==> src/design/assert_macros.svh <==
// ---------------------------------------------------------------------------
// Assertion macros
// Shared concurrent assertion forms, clocked on clk and gated by rst_n.
// ---------------------------------------------------------------------------
`ifndef ASSERT_MACROS_SVH
`define ASSERT_MACROS_SVH

// Check that a condition holds at every clock edge outside reset
`define ASSERT_ALWAYS(lbl, cond, msg) \
    lbl: assert property (@(posedge clk) disable iff (!rst_n) (cond)) else $error(msg);

// Check that the consequent holds in the same cycle as the antecedent
`define ASSERT_IMPLIES(lbl, ante, cons, msg) \
    lbl: assert property (@(posedge clk) disable iff (!rst_n) (ante) |-> (cons)) \
        else $error(msg);

`endif

==> src/design/i2cm_pkg.sv <==
// ---------------------------------------------------------------------------
// i2cm_pkg
// Types and constants shared by the I2C master bit engine modules.
// ---------------------------------------------------------------------------
package i2cm_pkg;

    localparam int HALF_W      = 16;
    localparam int TIMEOUT_W   = 8;
    localparam int BYTE_W      = 8;
    localparam int BITCNT_W    = 4;
    localparam int CFG_IDX_W   = 4;
    localparam int CFG_DATA_W  = 16;
    localparam int QUEUE_DEPTH = 2;
    localparam int QPTR_W      = $clog2(QUEUE_DEPTH);
    localparam int QCNT_W      = $clog2(QUEUE_DEPTH + 1);

    localparam logic [HALF_W-1:0]    HALF_RESET    = 16'd4;
    localparam logic [TIMEOUT_W-1:0] TIMEOUT_RESET = 8'd250;
    localparam logic [BITCNT_W-1:0]  BITS_PER_BYTE = 4'd8;

    // Configuration register indexes
    localparam logic [CFG_IDX_W-1:0] CFG_HALF_PERIOD = 4'd0;
    localparam logic [CFG_IDX_W-1:0] CFG_ACK_TIMEOUT = 4'd1;

    // Bus commands
    typedef enum logic [2:0] {
        OP_NONE     = 3'd0,
        OP_INIT     = 3'd1,
        OP_START    = 3'd2,
        OP_STOP     = 3'd3,
        OP_WRITE    = 3'd4,
        OP_READ     = 3'd5,
        OP_WAIT_ACK = 3'd6,
        OP_SEND_ACK = 3'd7
    } op_t;

    // One tick as classified by the front end
    typedef struct packed {
        op_t                op;
        logic               has_cmd;
        logic [BYTE_W-1:0]  tx_byte;
        logic               ack_to_send;
        logic               sda_in;
    } item_t;

    // Queue head as seen by the engine
    typedef struct packed {
        logic  valid;
        item_t item;
    } q_head_t;

endpackage

==> src/design/i2cm_if.sv <==
// ---------------------------------------------------------------------------
// I2C master channel interfaces
// Tick input, result output and configuration write channels.
// ---------------------------------------------------------------------------
interface i2cm_in_if;
    import i2cm_pkg::*;
    logic              valid;
    logic              ready;
    logic [2:0]        opcode;
    logic [BYTE_W-1:0] tx_byte;
    logic              ack_to_send;
    logic              sda_in;

    modport source (output valid, opcode, tx_byte, ack_to_send, sda_in, input ready);
    modport sink   (input valid, opcode, tx_byte, ack_to_send, sda_in, output ready);
endinterface

interface i2cm_out_if;
    import i2cm_pkg::*;
    logic              valid;
    logic              ready;
    logic              scl_level;
    logic              sda_level;
    logic              sda_drive_enable;
    logic              busy_res;
    logic              done_res;
    logic [BYTE_W-1:0] rx_byte;
    logic              ack_seen;

    modport source (output valid, scl_level, sda_level, sda_drive_enable, busy_res,
                    done_res, rx_byte, ack_seen, input ready);
    modport sink   (input valid, scl_level, sda_level, sda_drive_enable, busy_res,
                    done_res, rx_byte, ack_seen, output ready);
endinterface

interface i2cm_cfg_if;
    import i2cm_pkg::*;
    logic                  valid;
    logic                  ready;
    logic [CFG_IDX_W-1:0]  index;
    logic [CFG_DATA_W-1:0] data;

    modport source (output valid, index, data, input ready);
    modport sink   (input valid, index, data, output ready);
endinterface

==> src/design/i2c_master_bit_engine_top.sv <==
// ---------------------------------------------------------------------------
// i2c_master_bit_engine_top
// I2C master bit engine: tick queue in front, bus sequencer behind it.
// ---------------------------------------------------------------------------
// Each input beat is one sequencer tick and yields exactly one result beat
// with the line levels, busy, done, the last received byte and the last ACK.
// One beat is taken every cycle while the queue has room; the sequencer
// advances one tick per cycle unless the result side stalls, and a result
// appears the cycle after its tick leaves the two-entry input queue. Line
// action holds are counted in ticks, not in clock cycles. Configuration
// writes are taken every cycle; half-period writes apply to the next action.
`include "assert_macros.svh"

module i2c_master_bit_engine_top
    import i2cm_pkg::*;
(
    input  logic        clk,
    input  logic        rst_n,
    i2cm_in_if.sink     in_ch,
    i2cm_cfg_if.sink    cfg_ch,
    i2cm_out_if.source  out_ch
);

    q_head_t head;
    logic    pop;

    // Accept and classify ticks
    i2cm_cmd_queue u_queue (
        .clk   (clk),
        .rst_n (rst_n),
        .in_ch (in_ch),
        .head  (head),
        .pop   (pop)
    );

    // Run the bus sequence
    i2cm_engine u_engine (
        .clk    (clk),
        .rst_n  (rst_n),
        .head   (head),
        .pop    (pop),
        .cfg_ch (cfg_ch),
        .out_ch (out_ch)
    );

    // A full queue means the back end is held by a pending result
    `ASSERT_IMPLIES(a_full_implies_out_pending, !in_ch.ready, out_ch.valid && !$past(out_ch.ready) || out_ch.valid, "queue full with no result pending")
    // The finishing tick leaves the engine idle
    `ASSERT_IMPLIES(a_done_not_busy, out_ch.valid && out_ch.done_res, !out_ch.busy_res, "done reported while busy")
    // The engine only consumes a tick that the queue holds
    `ASSERT_IMPLIES(a_pop_has_item, pop, head.valid, "engine consumed from empty queue")

endmodule

==> src/design/i2cm_cmd_queue.sv <==
// ---------------------------------------------------------------------------
// i2cm_cmd_queue
// Front end: accepts tick beats, decodes the opcode and buffers them in a
// short FIFO so the engine and the input side stall independently.
// ---------------------------------------------------------------------------
module i2cm_cmd_queue
    import i2cm_pkg::*;
(
    input  logic          clk,
    input  logic          rst_n,
    i2cm_in_if.sink       in_ch,
    output q_head_t       head,
    input  logic          pop
);

    item_t             mem [QUEUE_DEPTH];
    logic [QPTR_W-1:0] wr_ptr_reg;
    logic [QPTR_W-1:0] rd_ptr_reg;
    logic [QCNT_W-1:0] count_reg;
    logic              push;
    logic              do_pop;
    item_t             decoded;

    // Classify the incoming beat
    always_comb
    begin
        decoded.op          = op_t'(in_ch.opcode);
        decoded.has_cmd     = (in_ch.opcode != OP_NONE);
        decoded.tx_byte     = in_ch.tx_byte;
        decoded.ack_to_send = in_ch.ack_to_send;
        decoded.sda_in      = in_ch.sda_in;
    end

    assign in_ch.ready = (count_reg != QCNT_W'(QUEUE_DEPTH));
    assign push        = in_ch.valid && in_ch.ready;
    assign do_pop      = pop && (count_reg != '0);

    assign head.valid = (count_reg != '0);
    assign head.item  = mem[rd_ptr_reg];

    // Store payload
    always_ff @(posedge clk)
    begin
        if (push)
        begin
            mem[wr_ptr_reg] <= decoded;
        end
    end

    // Advance pointers and occupancy
    always_ff @(posedge clk or negedge rst_n)
    begin
        if (!rst_n)
        begin
            wr_ptr_reg <= '0;
            rd_ptr_reg <= '0;
            count_reg  <= '0;
        end
        else
        begin
            if (push)
            begin
                wr_ptr_reg <= (wr_ptr_reg == QPTR_W'(QUEUE_DEPTH - 1)) ? '0 : wr_ptr_reg + 1'b1;
            end
            if (do_pop)
            begin
                rd_ptr_reg <= (rd_ptr_reg == QPTR_W'(QUEUE_DEPTH - 1)) ? '0 : rd_ptr_reg + 1'b1;
            end
            if (push && !do_pop)
            begin
                count_reg <= count_reg + 1'b1;
            end
            else if (do_pop && !push)
            begin
                count_reg <= count_reg - 1'b1;
            end
        end
    end

endmodule

==> src/design/i2cm_engine.sv <==
// ---------------------------------------------------------------------------
// i2cm_engine
// Back end: runs the bus sequencer one tick per queued beat, holds the
// configuration registers and presents the line state as the result beat.
// ---------------------------------------------------------------------------
module i2cm_engine
    import i2cm_pkg::*;
(
    input  logic          clk,
    input  logic          rst_n,
    input  q_head_t       head,
    output logic          pop,
    i2cm_cfg_if.sink      cfg_ch,
    i2cm_out_if.source    out_ch
);

    typedef enum logic [4:0] {
        PH_IDLE, PH_INIT_SCL, PH_START_SCL, PH_START_SDA, PH_STOP_SCL, PH_STOP_SDA,
        PH_WR_LOW, PH_WR_DATA, PH_WR_HIGH, PH_WR_TLOW, PH_WR_TSDA, PH_RD_SDA,
        PH_RD_HIGH, PH_RD_LOW, PH_ACK_DRIVE, PH_ACK_LOW, PH_WA_POLL, PH_FINISH
    } phase_t;

    logic [HALF_W-1:0]    half_reg;
    logic [TIMEOUT_W-1:0] timeout_reg;

    phase_t               phase_reg, phase_next;
    logic [BITCNT_W-1:0]  bit_count_reg, bit_count_next;
    logic [BYTE_W-1:0]    shift_reg, shift_next;
    logic [HALF_W-1:0]    hold_reg, hold_next;
    logic [TIMEOUT_W-1:0] wait_reg, wait_next;
    logic                 scl_reg, scl_next;
    logic                 sda_reg, sda_next;
    logic                 oe_reg, oe_next;
    logic                 ack_flag_reg, ack_flag_next;
    logic                 ack_choice_reg, ack_choice_next;
    logic [BYTE_W-1:0]    rx_reg, rx_next;
    logic                 done_reg, done_next;
    logic                 out_valid_reg;

    logic                 go;
    phase_t               go_phase;
    logic [HALF_W-1:0]    hold_load;
    item_t                it;

    assign it  = head.item;
    assign pop = head.valid && (!out_valid_reg || out_ch.ready);

    // A zero half period acts as one tick
    assign hold_load = (half_reg == '0) ? '0 : half_reg - 1'b1;

    // Configuration writes land at once
    assign cfg_ch.ready = 1'b1;

    always_ff @(posedge clk or negedge rst_n)
    begin
        if (!rst_n)
        begin
            half_reg    <= HALF_RESET;
            timeout_reg <= TIMEOUT_RESET;
        end
        else if (cfg_ch.valid)
        begin
            case (cfg_ch.index)
                CFG_HALF_PERIOD: half_reg    <= cfg_ch.data;
                CFG_ACK_TIMEOUT: timeout_reg <= cfg_ch.data[TIMEOUT_W-1:0];
                default:         ;
            endcase
        end
    end

    // Sequencer step for one tick
    always_comb
    begin
        phase_next      = phase_reg;
        bit_count_next  = bit_count_reg;
        shift_next      = shift_reg;
        hold_next       = hold_reg;
        wait_next       = wait_reg;
        scl_next        = scl_reg;
        sda_next        = sda_reg;
        oe_next         = oe_reg;
        ack_flag_next   = ack_flag_reg;
        ack_choice_next = ack_choice_reg;
        rx_next         = rx_reg;
        done_next       = 1'b0;
        go              = 1'b0;
        go_phase        = phase_reg;

        if (phase_reg == PH_IDLE)
        begin
            if (it.has_cmd)
            begin
                bit_count_next = '0;
                go             = 1'b1;
                case (it.op)
                    OP_INIT:
                    begin
                        oe_next = 1'b1; sda_next = 1'b1; go_phase = PH_INIT_SCL;
                    end
                    OP_START:
                    begin
                        oe_next = 1'b1; sda_next = 1'b1; go_phase = PH_START_SCL;
                    end
                    OP_STOP:
                    begin
                        oe_next = 1'b1; sda_next = 1'b0; go_phase = PH_STOP_SCL;
                    end
                    OP_WRITE:
                    begin
                        shift_next = it.tx_byte;
                        oe_next = 1'b1; scl_next = 1'b0; go_phase = PH_WR_DATA;
                    end
                    OP_READ:
                    begin
                        ack_choice_next = it.ack_to_send;
                        shift_next      = '0;
                        oe_next = 1'b1; scl_next = 1'b0; go_phase = PH_RD_SDA;
                    end
                    OP_WAIT_ACK:
                    begin
                        wait_next = '0;
                        oe_next = 1'b0; scl_next = 1'b1; go_phase = PH_WA_POLL;
                    end
                    OP_SEND_ACK:
                    begin
                        ack_choice_next = it.ack_to_send;
                        oe_next  = 1'b1;
                        sda_next = !it.ack_to_send;
                        scl_next = 1'b1;
                        go_phase = PH_ACK_LOW;
                    end
                    default:
                    begin
                        go = 1'b0;
                    end
                endcase
            end
        end
        else if (hold_reg != '0)
        begin
            hold_next = hold_reg - 1'b1;
        end
        else
        begin
            case (phase_reg)
                PH_INIT_SCL:
                begin
                    scl_next = 1'b1; go = 1'b1; go_phase = PH_FINISH;
                end
                PH_START_SCL:
                begin
                    scl_next = 1'b1; go = 1'b1; go_phase = PH_START_SDA;
                end
                PH_START_SDA:
                begin
                    sda_next = 1'b0; go = 1'b1; go_phase = PH_FINISH;
                end
                PH_STOP_SCL:
                begin
                    scl_next = 1'b1; go = 1'b1; go_phase = PH_STOP_SDA;
                end
                PH_STOP_SDA:
                begin
                    sda_next = 1'b1; go = 1'b1; go_phase = PH_FINISH;
                end
                PH_WR_LOW:
                begin
                    scl_next = 1'b0; go = 1'b1; go_phase = PH_WR_DATA;
                end
                PH_WR_DATA:
                begin
                    sda_next = shift_reg[BYTE_W-1]; go = 1'b1; go_phase = PH_WR_HIGH;
                end
                PH_WR_HIGH:
                begin
                    scl_next       = 1'b1;
                    shift_next     = {shift_reg[BYTE_W-2:0], 1'b0};
                    bit_count_next = bit_count_reg + 1'b1;
                    go             = 1'b1;
                    go_phase       = (bit_count_next >= BITS_PER_BYTE) ? PH_WR_TLOW : PH_WR_LOW;
                end
                PH_WR_TLOW:
                begin
                    scl_next = 1'b0; go = 1'b1; go_phase = PH_WR_TSDA;
                end
                PH_WR_TSDA:
                begin
                    sda_next = 1'b1; go = 1'b1; go_phase = PH_FINISH;
                end
                PH_RD_SDA:
                begin
                    sda_next = 1'b1; go = 1'b1; go_phase = PH_RD_HIGH;
                end
                PH_RD_HIGH:
                begin
                    oe_next = 1'b0; scl_next = 1'b1; go = 1'b1; go_phase = PH_RD_LOW;
                end
                PH_RD_LOW:
                begin
                    shift_next     = {shift_reg[BYTE_W-2:0], it.sda_in};
                    scl_next       = 1'b0;
                    bit_count_next = bit_count_reg + 1'b1;
                    go             = 1'b1;
                    go_phase       = (bit_count_next >= BITS_PER_BYTE) ? PH_ACK_DRIVE
                                                                       : PH_RD_HIGH;
                end
                PH_ACK_DRIVE:
                begin
                    rx_next  = shift_reg;
                    oe_next  = 1'b1;
                    sda_next = !ack_choice_reg;
                    scl_next = 1'b1;
                    go       = 1'b1;
                    go_phase = PH_ACK_LOW;
                end
                PH_ACK_LOW:
                begin
                    scl_next = 1'b0; go = 1'b1; go_phase = PH_FINISH;
                end
                PH_WA_POLL:
                begin
                    // Release SCL early when the slave acknowledges or time runs out
                    if (!it.sda_in)
                    begin
                        ack_flag_next = 1'b1; scl_next = 1'b0; go = 1'b1; go_phase = PH_FINISH;
                    end
                    else if (wait_reg >= timeout_reg)
                    begin
                        ack_flag_next = 1'b0; scl_next = 1'b0; go = 1'b1; go_phase = PH_FINISH;
                    end
                    else
                    begin
                        wait_next = wait_reg + 1'b1;
                    end
                end
                PH_FINISH:
                begin
                    phase_next     = PH_IDLE;
                    bit_count_next = '0;
                    done_next      = 1'b1;
                end
                default:
                begin
                    phase_next = PH_IDLE;
                end
            endcase
        end

        if (go)
        begin
            hold_next  = hold_load;
            phase_next = go_phase;
        end
    end

    // Hold sequencer state; the state itself is the result beat
    always_ff @(posedge clk or negedge rst_n)
    begin
        if (!rst_n)
        begin
            phase_reg      <= PH_IDLE;
            bit_count_reg  <= '0;
            shift_reg      <= '0;
            hold_reg       <= '0;
            wait_reg       <= '0;
            scl_reg        <= 1'b1;
            sda_reg        <= 1'b1;
            oe_reg         <= 1'b1;
            ack_flag_reg   <= 1'b0;
            ack_choice_reg <= 1'b0;
            rx_reg         <= '0;
            done_reg       <= 1'b0;
            out_valid_reg  <= 1'b0;
        end
        else
        begin
            if (pop)
            begin
                phase_reg      <= phase_next;
                bit_count_reg  <= bit_count_next;
                shift_reg      <= shift_next;
                hold_reg       <= hold_next;
                wait_reg       <= wait_next;
                scl_reg        <= scl_next;
                sda_reg        <= sda_next;
                oe_reg         <= oe_next;
                ack_flag_reg   <= ack_flag_next;
                ack_choice_reg <= ack_choice_next;
                rx_reg         <= rx_next;
                done_reg       <= done_next;
                out_valid_reg  <= 1'b1;
            end
            else if (out_ch.ready)
            begin
                out_valid_reg <= 1'b0;
            end
        end
    end

    assign out_ch.valid            = out_valid_reg;
    assign out_ch.scl_level        = scl_reg;
    assign out_ch.sda_level        = sda_reg;
    assign out_ch.sda_drive_enable = oe_reg;
    assign out_ch.busy_res         = (phase_reg != PH_IDLE);
    assign out_ch.done_res         = done_reg;
    assign out_ch.rx_byte          = rx_reg;
    assign out_ch.ack_seen         = ack_flag_reg;

endmodule

==> src/flat_wrapper.sv <==
// flat-port wrapper written by rule: the top's interface ports become plain ports
module i2c_master_bit_engine_top_flat import i2cm_pkg::*;
  (clk, rst_n, in_ch_valid, in_ch_opcode, in_ch_tx_byte, in_ch_ack_to_send, in_ch_sda_in, in_ch_ready, cfg_ch_valid, cfg_ch_index, cfg_ch_data, cfg_ch_ready, out_ch_valid, out_ch_scl_level, out_ch_sda_level, out_ch_sda_drive_enable, out_ch_busy_res, out_ch_done_res, out_ch_rx_byte, out_ch_ack_seen, out_ch_ready);
  i2cm_in_if in_ch_i ();
  i2cm_cfg_if cfg_ch_i ();
  i2cm_out_if out_ch_i ();
  input  logic clk;
  input  logic rst_n;
  input wire logic [$bits(in_ch_i.valid)-1:0] in_ch_valid;
  input wire logic [$bits(in_ch_i.opcode)-1:0] in_ch_opcode;
  input wire logic [$bits(in_ch_i.tx_byte)-1:0] in_ch_tx_byte;
  input wire logic [$bits(in_ch_i.ack_to_send)-1:0] in_ch_ack_to_send;
  input wire logic [$bits(in_ch_i.sda_in)-1:0] in_ch_sda_in;
  output wire logic [$bits(in_ch_i.ready)-1:0] in_ch_ready;
  input wire logic [$bits(cfg_ch_i.valid)-1:0] cfg_ch_valid;
  input wire logic [$bits(cfg_ch_i.index)-1:0] cfg_ch_index;
  input wire logic [$bits(cfg_ch_i.data)-1:0] cfg_ch_data;
  output wire logic [$bits(cfg_ch_i.ready)-1:0] cfg_ch_ready;
  output wire logic [$bits(out_ch_i.valid)-1:0] out_ch_valid;
  output wire logic [$bits(out_ch_i.scl_level)-1:0] out_ch_scl_level;
  output wire logic [$bits(out_ch_i.sda_level)-1:0] out_ch_sda_level;
  output wire logic [$bits(out_ch_i.sda_drive_enable)-1:0] out_ch_sda_drive_enable;
  output wire logic [$bits(out_ch_i.busy_res)-1:0] out_ch_busy_res;
  output wire logic [$bits(out_ch_i.done_res)-1:0] out_ch_done_res;
  output wire logic [$bits(out_ch_i.rx_byte)-1:0] out_ch_rx_byte;
  output wire logic [$bits(out_ch_i.ack_seen)-1:0] out_ch_ack_seen;
  input wire logic [$bits(out_ch_i.ready)-1:0] out_ch_ready;
  assign in_ch_i.valid = in_ch_valid;
  assign in_ch_i.opcode = in_ch_opcode;
  assign in_ch_i.tx_byte = in_ch_tx_byte;
  assign in_ch_i.ack_to_send = in_ch_ack_to_send;
  assign in_ch_i.sda_in = in_ch_sda_in;
  assign in_ch_ready = in_ch_i.ready;
  assign cfg_ch_i.valid = cfg_ch_valid;
  assign cfg_ch_i.index = cfg_ch_index;
  assign cfg_ch_i.data = cfg_ch_data;
  assign cfg_ch_ready = cfg_ch_i.ready;
  assign out_ch_valid = out_ch_i.valid;
  assign out_ch_scl_level = out_ch_i.scl_level;
  assign out_ch_sda_level = out_ch_i.sda_level;
  assign out_ch_sda_drive_enable = out_ch_i.sda_drive_enable;
  assign out_ch_busy_res = out_ch_i.busy_res;
  assign out_ch_done_res = out_ch_i.done_res;
  assign out_ch_rx_byte = out_ch_i.rx_byte;
  assign out_ch_ack_seen = out_ch_i.ack_seen;
  assign out_ch_i.ready = out_ch_ready;
  i2c_master_bit_engine_top u_core (.clk(clk), .rst_n(rst_n), .in_ch(in_ch_i), .cfg_ch(cfg_ch_i), .out_ch(out_ch_i));
endmodule
==> config.mk <==
export PLATFORM = sky130hd
export DESIGN_NAME = i2c_master_bit_engine_top_flat
export DESIGN_NICKNAME = d
export VERILOG_FILES = /design/src/design/i2cm_pkg.sv /design/src/design/i2cm_if.sv /design/src/design/i2c_master_bit_engine_top.sv /design/src/design/i2cm_cmd_queue.sv /design/src/design/i2cm_engine.sv /design/src/flat_wrapper.sv
export VERILOG_INCLUDE_DIRS = /design/src /design/src/design
export SDC_FILE = /design/constraint.sdc
export NUM_CORES = 1
export LEC_CHECK = 0
export BUFFER_PORTS_ARGS = -buffer_cell sky130_fd_sc_hd__buf_4
export CORE_UTILIZATION = 50
export CTS_CLUSTER_DIAMETER = 200
export DETAILED_ROUTE_END_ITERATION = 6
export GPL_TIMING_DRIVEN = 1
export PLACE_DENSITY = 0.75
export SKIP_CTS_REPAIR_TIMING = 1
export SLEW_MARGIN = 5
export SYNTH_ARGS = -nofsm -noshare
export SYNTH_HDL_FRONTEND = slang
export SYNTH_HIERARCHICAL = 1
export SYNTH_SLANG_ARGS = --single-unit
export TNS_END_PERCENT = 20
==> constraint.sdc <==
create_clock -name clk -period 4.2 [get_ports clk]
set_clock_uncertainty 0.05 [all_clocks]
set_input_delay 0.63 -clock clk [delete_from_list [all_inputs] [get_ports clk]]
set_output_delay 0.63 -clock clk [all_outputs]
set_load 0.02 [all_outputs]
==> impl_metrics.csv <==
group,metric,value,unit
outcome,status,"completed",
die,num_rows,40,
synth,ys_ff_latch,112,
placement,gp_congestion,0.8770,
pwr,power_leakage,0.002957,uW
global_route,grt_overflow,0,
synth,synth_flop_cell,"dfrtp_1",
sta,max_slew_margin,23.21,%
pwr,power_frac_clock,19.4,%
worst_setup_path,critPathRequiredTime,4390,ps
synth,synth_common_cells,"74 x dfrtp_1, 54 x nand2_1, 52 x nor2_1, 39 x mux2_2, 38 x o21ai_0",
clock_network,clk_latency,360,ps
sta,worst_slack,850.6,ps
synth,synth.area.top_cells,"dfrtp_1 30%, edfxtp_1 14%, mux2_2 7.1%, dfstp_2 4.3%, nand2_1 3.3%",
placement,place_hpwl,9549,um
pwr,cellPowerDensity,645.8,mW/mm2
pwr,swShare,40.81,%
pwr,switching_power,1835,uW
worst_setup_path,startpoint_type,"flip-flop",
clock_network,htreeDepth,3,
sta,finalSetupTns,0,ps
worst_setup_path,end_kind,"flip-flop",
global_route,grt_max_degree,85,
sta,fin_hold_ws,386.8,ps
placement,io_buffer_count,53,
clock_network,cts_sinks,112,
sta,fin_crit_sh,79.75,%
worst_setup_path,arrival,3540,ps
route,wire_per_inst,16.93,um
pwr,total_power,4497,uW
cells_and_area,largest_register_ffs,28,
clock_network,cts_buffer_depth,2,
global_route,antenna_found_initial,0,
route,drt-total-wl,13350,um
synth,syn_area,0.006165,mm2
synth,ys_async_sr_fraction,75.00,%
worst_setup_path,critPathCapture,"u_core/u_engine/wait_reg[7]",
synth,seq_area_frac_synth,47.94,%
cells_and_area,n_antenna_cell,0,
synth,yosysWarnings,6,
synth,synth_edf_count,28,
cells_and_area,drive_gt1_share,23.36,%
synth,synthesis.nets,646,
synth,yosysMostFrequentCell,"dfrtp_1",
worst_setup_path,r2r_start,"u_core/u_engine/phase_reg[2]",
die,die_area,0.01278,mm2
sta,tightest_slew,1148,ps
die,die_w,113.0,um
die,initial_core_util,51.32,%
pwr,seqPwrFrac,40.4,%
route,viasPerCell,5.994,
pwr,peakVddDrop,0.4034,mV
pwr,intPower,2662,uW
sta,min_period,3349,ps
worst_setup_path,cp_max_fo,22,
synth,synth_top_area_share,30.04,%
route,ant_nets,0,
worst_setup_path,ff2ff_setup_slack,850,ps
cells_and_area,fin_nets,688,
sta,setup_viol,0,
synth,avgSynthCellArea,10.36,um2
route,drc,0,
cells_and_area,post-route-cell-area,0.006963,mm2
global_route,grt_pass1_wl,22860,um
clock_network,cts_tree,"yes",
worst_setup_path,r2r_end,"u_core/u_engine/wait_reg[7]",
global_route,grt_pass1_vias,4716,
worst_setup_path,r2r_cells,10,
worst_setup_path,startpoint,"u_core/u_engine/phase_reg[2]",
route,vias,4729,
synth,synth_top_area_cell,"dfrtp_1",
sta,slew_violations,0,
global_route,grt.total_usage,22.48,%
pwr,pwr-share-comb,40.2,%
run,drv_cap,0,
die,core-area,0.01201,mm2
min_path,min_path_type,"input port to asynchronous set/reset pin",
sta,rsz0062_at_grt,"false",
clock_network,clk_pin_slew_worst_paths,80,ps
clock_network,numCtsBuffers,9,
sta,hold_viol,0,
synth,synth_cells,595,
clock_network,cts-root-buf,"clkbuf_16",
sta,max_freq,298.6,MHz
die,io_pins,55,
placement,postPlaceCellArea,0.006654,mm2
die,die_y,113.0,um
worst_setup_path,worstSetupPathType,"flip-flop to flip-flop",
synth,synth_cell_type_count,78,
placement,dpl_worst_slack,957.6,ps
route,dr.pass1.iters,7,
route,drtIter0Drc,277,
cells_and_area,area_growth,12.95,%
## cell usage in the layout, fill, tap and decap left out, drive strengths merged, types with 9 or more instances in the layout
| cell | synthesis | routed |
|---|---|---|
| nand2 | 55 | 55 |
| buf | 9 | 58 |
| nand2b | 17 | 17 |
| mux2 | 48 | 48 |
| dfstp | 10 | 10 |
| edfxtp | 28 | 28 |
| a21oi | 15 | 15 |
| o21ai | 44 | 44 |
| a31oi | 14 | 14 |
| clkbuf | 18 | 9 |
| nand3 | 20 | 20 |
| dfrtp | 74 | 74 |
| ha | 13 | 13 |
| xnor2 | 9 | 9 |
| nor3 | 18 | 18 |
| inv | 24 | 29 |
| nor2 | 54 | 54 |
| o31ai | 11 | 11 |
## power groups by stage
stage / clock network, uW / registers, uW / logic (uW)
global placement: 0 / 1820 / 1740
finish: 874 / 1820 / 1810
CTS: 899 / 1810 / 1800
global route: 933 / 1870 / 2000
detailed placement: 0 / 1830 / 1790
floorplan: 0 / 1660 / 1490
## cell type report
type	instances	area, um2
clock inverter	7	83.83
inverter	25	93.84
sequential	112	2955
multi-input combinational	431	2985
timing repair buffer	58	435.4
tap	147	183.9
clock buffer	9	225.2
fill	994	5049
## through the flow
stage	cells	utilization, %
after global placement	773	55.40
after global routing	789	57.97
after floorplan	595	-
after detailed placement	773	55.40
final	789	57.97
after CTS	789	57.97
## kinds of logic (layout without fill, tap and decap cells)
group,after synthesis,count (layout),synth area share (%)
compound gates,136,136,14.96
buf+inv,52,99,3.735
other cells,1,1,0.06083
xor+xnor,16,16,2.273
flops,112,112,47.94
simple gates,209,209,17.78
mux,55,55,10.45
fa+ha+maj,14,14,2.801
## worst min-delay path by stage
stage | to | slack (ps) | cells past startpoint
floorplan | u_core/u_engine/ack_choice_reg | 280 | 0
global placement | u_core/u_engine/out_ch.sda_drive_enable | 420 | 2
detailed placement | u_core/u_engine/out_ch.sda_drive_enable | 430 | 2
CTS | u_core/u_queue/mem[1][3] | 390 | 1
global route | u_core/u_queue/mem[0][4] | 390 | 1
finish | u_core/u_engine/bit_count_reg[2] | 390 | 1
## layer usage
metal	track usage (%)	vias to the layer above	share of wire, %
met1	30.16	2286	44
met3	3.803	20	5.3
met5	0	-	0
met4	8.333	0	2.1
met2	36.73	151	48
li1	-	2272	-
## worst max-delay path, cell delays in order, from the launching register on
cell and delay [ps]:
dfrtp_1 640, nor4_4 510, nor2b_1 320, buf_4 310, clkinv_1 130, buf_4 220, nor2_1 300, nand2_1 160
a21o_1 300, o21ai_0 190, o31ai_1 100
No activity file was read; power rests on OpenSTA's default activity.
